--- src/hw/rtl/assert_macros.svh ---
// ----------------------------------------------------------------------------
// assertion macros
// concurrent assertion wrappers, empty when synthesizing
// ----------------------------------------------------------------------------
`ifndef ASSERT_MACROS_SVH
`define ASSERT_MACROS_SVH
`ifndef SYNTHESIS
// checked property, off during reset
`define LVDS_ASSERT(lbl, prop, msg) \
  lbl: assert property (@(posedge clk_i) disable iff (!rst_ni) prop) else $error(msg);
// checked property, also during reset
`define LVDS_ASSERT_NR(lbl, prop, msg) \
  lbl: assert property (@(posedge clk_i) prop) else $error(msg);
`else
`define LVDS_ASSERT(lbl, prop, msg)
`define LVDS_ASSERT_NR(lbl, prop, msg)
`endif
`endif

--- src/hw/rtl/lvds_pkg.sv ---
// ----------------------------------------------------------------------------
// lvds_pkg
// shared widths, register codes, result type and saturation helpers
// ----------------------------------------------------------------------------
package lvds_pkg;

  localparam int CW         = 48;       // coordinate width, Q32.16
  localparam int QW         = CW + 16;  // quotient width of the dividers
  localparam int DW         = 2 * CW;   // product, divisor and remainder width
  localparam int RW         = CW + 2;   // root remainder width
  localparam int SQRT_STEPS = CW;
  localparam int DIV_STEPS  = QW;
  localparam int MUL_LAT    = 2;

  typedef logic [CW-1:0] len_t;
  typedef logic [QW-1:0] quo_t;
  typedef logic [DW-1:0] wide_t;

  typedef enum logic [2:0] {
    CFG_CAM_X,
    CFG_CAM_Y,
    CFG_CAM_Z,
    CFG_PIX_ANGLE,
    CFG_MIN_SIZE,
    CFG_MID_PLANE,
    CFG_SCENE_SCALE,
    CFG_DEPTH_ON
  } cfg_idx_e;

  localparam len_t UMAX = '1;
  localparam len_t SMAX = {1'b0, {(CW-1){1'b1}}};

  typedef struct packed {
    logic signed [CW-1:0] scene_x;
    logic signed [CW-1:0] scene_y;
    logic signed [CW-1:0] scene_z;
    len_t                 scene_dist;
    len_t                 scale_factor;
    len_t                 obs_distance;
    len_t                 apparent_size;
    logic                 is_resolved;
  } res_t;

  // unsigned saturation of a quotient
  function automatic len_t usat(input quo_t v);
    return (v > QW'(UMAX)) ? UMAX : v[CW-1:0];
  endfunction

  // signed length from sign and magnitude, saturated
  function automatic len_t sout(input logic neg, input quo_t q);
    quo_t lim;
    quo_t v;
    quo_t vn;
    lim = neg ? (QW'(SMAX) + quo_t'(1)) : QW'(SMAX);
    v   = (q > lim) ? lim : q;
    vn  = ~v + quo_t'(1);
    return neg ? vn[CW-1:0] : v[CW-1:0];
  endfunction

endpackage

--- src/hw/rtl/lvds_if.sv ---


interface lvds_res_if;
  import lvds_pkg::*;

  logic                 valid;
  logic                 ready;
  logic signed [CW-1:0] scene_x;
  logic signed [CW-1:0] scene_y;
  logic signed [CW-1:0] scene_z;
  len_t                 scene_dist;
  len_t                 scale_factor;
  len_t                 obs_distance;
  len_t                 apparent_size;
  logic                 is_resolved;

  modport source (output valid, scene_x, scene_y, scene_z, scene_dist, scale_factor,
                  obs_distance, apparent_size, is_resolved, input ready);
  modport sink   (input valid, scene_x, scene_y, scene_z, scene_dist, scale_factor,
                  obs_distance, apparent_size, is_resolved, output ready);
endinterface

--- src/hw/rtl/lvds_obuf.sv ---
// ----------------------------------------------------------------------------
// lvds_obuf
// two-entry result buffer between the pipeline and the result channel
// ----------------------------------------------------------------------------
module lvds_obuf (
  input  logic           clk_i,
  input  logic           rst_ni,
  input  logic           push_i,
  input  lvds_pkg::res_t data_i,
  output logic           full_o,
  lvds_res_if.source     res_o
);
  import lvds_pkg::*;

  res_t       ent_q [2];
  logic [1:0] cnt_q;
  logic [1:0] cnt_d;
  logic       pop;

  assign pop   = res_o.valid && res_o.ready;
  assign cnt_d = 2'(cnt_q + {1'b0, push_i} - {1'b0, pop});

  always_ff @(posedge clk_i or negedge rst_ni) begin
    if (!rst_ni) begin
      cnt_q <= '0;
    end else begin
      cnt_q <= cnt_d;
    end
  end

  always_ff @(posedge clk_i) begin
    if (pop) begin
      if (push_i && cnt_q == 2'd2) begin
        ent_q[0] <= ent_q[1];
        ent_q[1] <= data_i;
      end else if (push_i) begin
        ent_q[0] <= data_i;
      end else begin
        ent_q[0] <= ent_q[1];
      end
    end else if (push_i) begin
      if (cnt_q == 2'd0) begin
        ent_q[0] <= data_i;
      end else begin
        ent_q[1] <= data_i;
      end
    end
  end

  assign full_o              = cnt_q == 2'd2;
  assign res_o.valid         = cnt_q != 2'd0;
  assign res_o.scene_x       = ent_q[0].scene_x;
  assign res_o.scene_y       = ent_q[0].scene_y;
  assign res_o.scene_z       = ent_q[0].scene_z;
  assign res_o.scene_dist    = ent_q[0].scene_dist;
  assign res_o.scale_factor  = ent_q[0].scale_factor;
  assign res_o.obs_distance  = ent_q[0].obs_distance;
  assign res_o.apparent_size = ent_q[0].apparent_size;
  assign res_o.is_resolved   = ent_q[0].is_resolved;
endmodule

--- src/flat_wrapper.sv ---
// flat-port wrapper written by rule: the top's interface ports become plain ports
module lvds_obuf_flat import lvds_pkg::*;
  (clk_i, rst_ni, push_i, data_i, full_o, res_o_valid, res_o_scene_x, res_o_scene_y, res_o_scene_z, res_o_scene_dist, res_o_scale_factor, res_o_obs_distance, res_o_apparent_size, res_o_is_resolved, res_o_ready);
  lvds_res_if res_o_i ();
  input  logic clk_i;
  input  logic rst_ni;
  input  logic push_i;
  input  lvds_pkg::res_t data_i;
  output logic full_o;
  output wire logic [$bits(res_o_i.valid)-1:0] res_o_valid;
  output wire logic [$bits(res_o_i.scene_x)-1:0] res_o_scene_x;
  output wire logic [$bits(res_o_i.scene_y)-1:0] res_o_scene_y;
  output wire logic [$bits(res_o_i.scene_z)-1:0] res_o_scene_z;
  output wire logic [$bits(res_o_i.scene_dist)-1:0] res_o_scene_dist;
  output wire logic [$bits(res_o_i.scale_factor)-1:0] res_o_scale_factor;
  output wire logic [$bits(res_o_i.obs_distance)-1:0] res_o_obs_distance;
  output wire logic [$bits(res_o_i.apparent_size)-1:0] res_o_apparent_size;
  output wire logic [$bits(res_o_i.is_resolved)-1:0] res_o_is_resolved;
  input wire logic [$bits(res_o_i.ready)-1:0] res_o_ready;
  assign res_o_valid = res_o_i.valid;
  assign res_o_scene_x = res_o_i.scene_x;
  assign res_o_scene_y = res_o_i.scene_y;
  assign res_o_scene_z = res_o_i.scene_z;
  assign res_o_scene_dist = res_o_i.scene_dist;
  assign res_o_scale_factor = res_o_i.scale_factor;
  assign res_o_obs_distance = res_o_i.obs_distance;
  assign res_o_apparent_size = res_o_i.apparent_size;
  assign res_o_is_resolved = res_o_i.is_resolved;
  assign res_o_i.ready = res_o_ready;
  lvds_obuf u_core (.clk_i(clk_i), .rst_ni(rst_ni), .push_i(push_i), .data_i(data_i), .full_o(full_o), .res_o(res_o_i));
endmodule
--- config.mk ---
export PLATFORM = sky130hd
export DESIGN_NAME = lvds_obuf_flat
export DESIGN_NICKNAME = d
export VERILOG_FILES = /design/src/hw/rtl/assert_macros.svh /design/src/hw/rtl/lvds_pkg.sv /design/src/hw/rtl/lvds_if.sv /design/src/hw/rtl/lvds_obuf.sv /design/src/flat_wrapper.sv
export SDC_FILE = /design/constraint.sdc
export NUM_CORES = 1
export LEC_CHECK = 0
export BUFFER_PORTS_ARGS = -buffer_cell sky130_fd_sc_hd__buf_4
export CORE_UTILIZATION = 40
export CTS_BUF_LIST = sky130_fd_sc_hd__clkbuf_2
export CTS_CLUSTER_SIZE = 12
export DETAILED_ROUTE_END_ITERATION = 10
export SYNTH_ARGS = -nofsm -noshare
export SYNTH_HDL_FRONTEND = slang
export SYNTH_SLANG_ARGS = --single-unit
--- constraint.sdc ---
create_clock -name clk_i -period 19.45 [get_ports clk_i]
set_input_delay 1.945 -clock clk_i [delete_from_list [all_inputs] [get_ports clk_i]]
set_output_delay 1.945 -clock clk_i [all_outputs]
set_load 0.005 [all_outputs]
==> results.txt, run 1 <==
Post-synthesis cell count: 2599
Largest net degree at the start of global routing: 169
Unrepaired setup endpoints after global routing: no
Commonest cells after routing, fill and taps aside: 701 x buf_4, 674 x edfxtp_1, 338 x nand2_1
Fin nets: 3269
Critical path type: reg -> out
Setup TNS after final layout: 0 ns
Mux cell area share after synthesis: 0.03271%
Reg2reg setup slack: 15.25 ns
Worst-path maximum fanout: 88
Io pins: 680
Clk_skew: 0.09349 ns
Tot GR Track Use: 20.66%
Dpl hpwl: 57.11 mm
Setup violations, final: 0
Worst setup SP type: register
Max VDD drop: 0.00007762 V
Die ar.: 87240 um2
Cell row count: 107
CTS Hold Bufs: 0
Largest family of logic cells by synthesized area: simple AND/OR/NAND/NOR gates
Die Y: 295.4 um
Async set-reset flop share out of synthesis: 0.2959%
Static Leak: 15.02 nW
Vias post-DR: 22420
Syn nets: 2942
CTS root buffer: clkbuf_2
Initial Util: 40.43%
Via count of the first global-routing pass: 22760
Final Max Slew Viols: 0
Syn Area/Cell: 13.25 um2
Max Root-Sink Buffers: 3
CTS tree: built
Status: complete, no violations
First-pass iteration count of the detailed router: 7
R2R Path End: u_core.ent_q[0][177]
DRT iter0 DRCs: 1521
Post-synthesis xor/xnor area fraction: 0.05088%
Tot Pwr: 4.823 mW
DRT antenna net count: 0
Core Util, Final: 46.11%
Number of synthesized flops with an enable pin: 674
Compound-Gate Fraction of Synth Area: 11.71%
Period utilization: 27.41%
Remaining DRCs: 0
Number of distinct library cells after synthesis: 21
Placer Congestion: 0.8108
# H-tree levels: 4
Sink Count: 676
Die width: 295.4 um
Ys flop type: edfxtp_1
Initial antenna violation count: 18
Seq/Total Area, Yosys: 58.94%
Most common cell after layout, fill and taps aside: buf_4
CP endpoint kind: output pin
Post-Route WL: 93.64 mm
Slew HR: 23.19%
Resized Gates After CTS: 0
Area share of fa/ha/maj cells after synthesis: 0.07269%
Count of maximum capacitance violations: 0
Hold Vio Cnt, Final: 0
Fraction of layout cells with a size suffix above 1: 42.75%
CP Data Required Time: 17.50 ns
IO Port Bufs: 679
Launch point of the worst reg-to-reg path: u_core.cnt_q[0]
Min Tclk post-route: 5.331 ns
Synthesized area: 34430 um2
Post-CTS Setup Inserts: 0
Synth Area in Simple Gates: 18.48%
Worst-skew pair later-pin latency: 1.43 ns
Post-DR wirelength/cell: 22.17 um
Congestion Overflow GR: 0
Fmax: 0.1876 GHz
Worst endpoint data arrival time: 3.39 ns
Yosys reg bits: 676
Worst Hold Class: in -> async
Reg2reg path depth: 4
Placeable Area: 85150 um2
Worst-path clk slew: 0.08 ns
Global-route wire length before repair: 138.2 mm
Worst-margin pin slew: 1.152 ns
Vias per cell: 5.308
P&R area growth vs syn: 14.05%
Ys Warns: 0
Total clock buffers created by CTS: 182
Pwr/cell area: 122.8 nW/um2
[worst max path at each step]
stage / cells after the start / to / slack, ns / start
finish: 3 / full_o / 14.12 / u_core.cnt_q[0]
global route: 3 / full_o / 13.83 / u_core.cnt_q[0]
CTS: 3 / full_o / 13.84 / u_core.cnt_q[0]
detailed placement: 5 / u_core.ent_q[0][174] / 13.64 / res_o_ready
global placement: 5 / u_core.ent_q[0][186] / 13.66 / res_o_ready
floorplan: 4 / u_core.ent_q[0][337] / 8.45 / push_i
[synthesized netlist by cell type (21+ instances only)]
cell type | n | area (um2)
buf_2 | 21 | 105.1
buf_4 | 336 | 2522
buf_6 | 38 | 427.9
clkbuf_1 | 165 | 619.3
edfxtp_1 | 674 | 20240
nand2_1 | 338 | 1269
nand2b_1 | 337 | 2108
nand4b_1 | 337 | 2952
o211ai_1 | 37 | 277.8
o211ai_2 | 300 | 3754
[where the power goes]
part	switching, mW	internal (mW)	leakage, nW
Combinational	0.859	0.612	7.18
Sequential	0.181	2.12	6.54
Clock	0.620	0.436	1.31
Total	1.66	3.16	15.0
[routing by layer]
| metal | wire [um] | global-route usage, % |
|---|---|---|
| met5 | 39 | 0 |
| met2 | 46110 | 33.34 |
| met3 | 8355 | 7.916 |
| met4 | 3040 | 9.706 |
| met1 | 36100 | 24.19 |
[metrics by stage]
step / worst slack [ns] / hold WS, ns / cell area, um2 / instances
2_1_floorplan: 8.453 / 0.5378 / 34430 / 2599
3_3_place_gp: 13.66 / 0.5415 / 37540 / 3886
3_5_place_dp: 13.64 / 0.5504 / 37540 / 3886
4_1_cts: 13.84 / 0.1365 / 39220 / 4204
5_1_grt: 13.83 / 0.1702 / 39270 / 4224
6_report: 14.12 / 0.3720 / 39270 / 4224
[sequential cells by signal, summed over array words and instances, names as in the netlist]
signal	flops
u_core.ent_q	674
u_core.cnt_q	2
[final cells by class]
cell class | count | area (um2)
Tap cell | 1144 | 1431
Inverter | 2 | 7.507
Fill cell | 7856 | 45880
Clock buffer | 283 | 1416
Antenna cell | 20 | 50.05
Timing Repair Buffer | 705 | 5333
Multi-Input combinational cell | 1359 | 10470
Clock inverter | 35 | 259.0
Sequential cell | 676 | 20300
[critical path, stage by stage (launching register included)]
cell and delay (ns):
dfrtp_4 0.90, buf_4 0.79, nor2b_1 0.11, buf_4 0.17
[cell families after synthesis]
kind of cell	after synthesis
multiplexers	1
AND/OR/NAND/NOR	1017
buffers and inverters	564
AO/OA/AOI/OAI	337
XOR/XNOR	2
flip-flops	676
adder cells (fa/ha/maj)	2
(Power assumes the default switching activity.)
==> run 2, diff against run 1 <==
ABC_AREA = 1   (was unset)
clock period = 5.43 ns   (was 19.45 ns; I/O delays follow)
==> run 2 against run 1 <==
Compared with the run above: combinational power grew to 2.9 times the previous value; first-iteration DRC count fell by 13%; register-to-register slack got worse by 13 ns; die area decreased by 19%; critical endpoint is now u_core.ent_q[0][264].
==> results.txt, run 2 <==
Worst Hold Class: in -> reg
Post-synthesis cell count: 2158
Worst-path maximum fanout: 148
Crit path buf inv count: 2
Hold Vio Cnt, Final: 0
Clk_skew: 0.1043 ns
CTS tree: built
Final Max Slew Viols: 0
Most common cell after layout, fill and taps aside: buf_4
Worst-path clk slew: 0.10 ns
Biggest register: u_core.ent_q
Unrepaired setup endpoints after global routing: no
CP Data Required Time: 6.51 ns
Slew HR: 17.88%
Count of maximum capacitance violations: 0
Synth top area share: 73.02%
Max Root-Sink Buffers: 3
Initial Util: 40.41%
CP endpoint kind: register
CP Launch Point: u_core.cnt_q[0]
Setup TNS after final layout: 0 ns
Vias per cell: 4.694
Post-CTS Setup Inserts: 0
Core Util, Final: 57.57%
IO Port Bufs: 679
CP max stage delay: 1.01 ns
Slowest CP cell: nand2_8
Io pins: 680
Fin nets: 3603
Critical path, cell by cell: inv_2 -> nand3_4 -> nand2_8 -> buf_12 -> nand2_1 -> nand2_1
Setup crit end: u_core.ent_q[0][264]
Reg2reg setup slack: 2.13 ns
Syn nets: 2501
Max reg flops: 674
Static Leak: 16.88 nW
Critical path depth: 6
Seq/Total Area, Yosys: 73.20%
R2R Path End: u_core.ent_q[0][264]
# H-tree levels: 4
Worst-margin pin slew: 1.232 ns
Via count of the first global-routing pass: 21430
Top flop regs: u_core.ent_q: 674 flops, u_core.cnt_q: 2 flops
Crit path max-delay family: simple AND/OR/NAND/NOR gates
Die Y: 265.2 um
Die width: 265.2 um
Tot GR Track Use: 21.79%
CP dominant cell by count: nand2_1
Period utilization: 60.73%
Initial antenna violation count: 14
Setup violations, final: 0
Reg2reg path depth: 6
Worst endpoint data arrival time: 4.38 ns
Ys flop type: edfxtp_1
Fmax: 0.3032 GHz
Synthesized area: 27720 um2
Max VDD drop: 0.0004914 V
Vias post-DR: 20270
Worst-skew pair later-pin latency: 1.32 ns
Launch point of the worst reg-to-reg path: u_core.cnt_q[0]
Min Tclk post-route: 3.298 ns
Die ar.: 70350 um2
Remaining DRCs: 0
Fraction of layout cells with a size suffix above 1: 28.62%
DRT iter0 DRCs: 1317
Async set-reset flop share out of synthesis: 0.2959%
Syn Area/Cell: 12.84 um2
Largest cells by area after synthesis: edfxtp_1 73%, buf_4 9.3%, nand2_1 9.2%
Critical path type: reg -> reg
Post-DR wirelength/cell: 18.04 um
Total clock buffers created by CTS: 171
Commonest cells after routing, fill and taps aside: 687 x buf_4, 681 x nand2_1, 681 x dlygate4sd3_1
Pwr/cell area: 402.3 nW/um2
Most common cell in the synthesized netlist: nand2_1
Ys Warns: 0
CTS root buffer: clkbuf_2
Dpl hpwl: 44.47 mm
Post-Route WL: 77.93 mm
DRT antenna net count: 0
Worst setup SP type: register
Largest net degree at the start of global routing: 192
Resized Gates After CTS: 0
Yosys reg bits: 676
Most common library cells after synthesis: 683 x nand2_1, 674 x edfxtp_1, 343 x buf_4, 339 x nand3_1, 91 x buf_2
Congestion Overflow GR: 0
Status: complete, no violations
Placer Congestion: 0.8361
P&R area growth vs syn: 42.44%
First-pass iteration count of the detailed router: 5
Sink Count: 676
Number of synthesized flops with an enable pin: 674
Global-route wire length before repair: 118.2 mm
Number of distinct library cells after synthesis: 15
Tot Pwr: 15.88 mW
Placeable Area: 68590 um2
Cell row count: 96
Cell taking the most area after synthesis: edfxtp_1
run 2: cell types whose count changed after synthesis, sizes merged, moves of 4 or more:
cell	change
inv	+4
o211ai	-337
nand3	+340
buf	+38
nand4b	-337
clkbuf	-152
nand2b	-337
nand2	+346
run 2: area by class of cell:
cell class	instances	area (um2)
repair buffers	1377	12150
multi-input cells	1028	4367
clock inverters	38	212.7
flip-flops and latches	676	20290
fillers	5469	29100
well taps	931	1165
clock buffers	247	1236
inverters	6	22.52
diodes	16	40.04
run 2: where the power goes:
part,total [mW],leakage [nW],internal [mW],switching [mW]
sequential,8.20,6.50,7.75,0.451
clock,3.36,1.13,1.27,2.09
combinational,4.33,9.24,1.88,2.45
total,15.9,16.9,10.9,4.99
run 2: kinds of logic after synthesis:
group | share of synthesized area [%]
simple gates | 15.49
fa+ha+maj | 0.09027
buf+inv | 11.20
flops | 73.20
compound gates | 0.01804
run 2: how the worst min path moves through the flow:
stage / cells past startpoint / endpoint / slack, ns / startpoint
floorplan: 0 / u_core.cnt_q[0] / 0.25 / rst_ni
global placement: 1 / u_core.cnt_q[0] / 0.33 / rst_ni
detailed placement: 1 / u_core.cnt_q[0] / 0.33 / rst_ni
CTS: 4 / u_core.ent_q[0][207] / 0.004 / data_i[207]
global route: 4 / u_core.ent_q[0][249] / 0.08 / data_i[249]
finish: 4 / u_core.ent_q[0][249] / 0.23 / data_i[249]
run 2: what timing repair did:
action / in CTS / in global routing
endpoints found under the setup margin: 0 / 0
endpoints found under the hold margin: 1015 / 0
hold buffers: 681 / 0
run 2: stage by stage:
| stage | area [um2] | cells | worst slack (ns) | hold slack, ns |
|---|---|---|---|---|
| floorplan | 27750 | 2158 | -1.317 | 0.2474 |
| global placement | 31180 | 3337 | 2.073 | 0.3286 |
| detailed placement | 31180 | 3337 | 2.035 | 0.3322 |
| CTS | 39440 | 4303 | 2.132 | 0.003757 |
| global route | 39480 | 4318 | 1.852 | 0.08241 |
| finish | 39480 | 4319 | 2.132 | 0.2265 |
run 2: routing by layer:
| metal | GRT usage, % | part of all wire [%] | up-vias |
|---|---|---|---|
| met2 | 36.37 | 50 | 907 |
| met1 | 23.83 | 36 | 9699 |
| met5 | 0 | 0.069 | - |
| met3 | 8.961 | 9.5 | 206 |
| met4 | 11.14 | 4.3 | 8 |
| li1 | - | - | 9454 |
run 2: worst register-to-register path, cell delays in order, from the launching register on:
cell	delay, ns
dfrtp_1	0.44
inv_2	0.12
nand3_4	0.63
nand2_8	1.02
buf_12	0.66
nand2_1	0.15
nand2_1	0.10
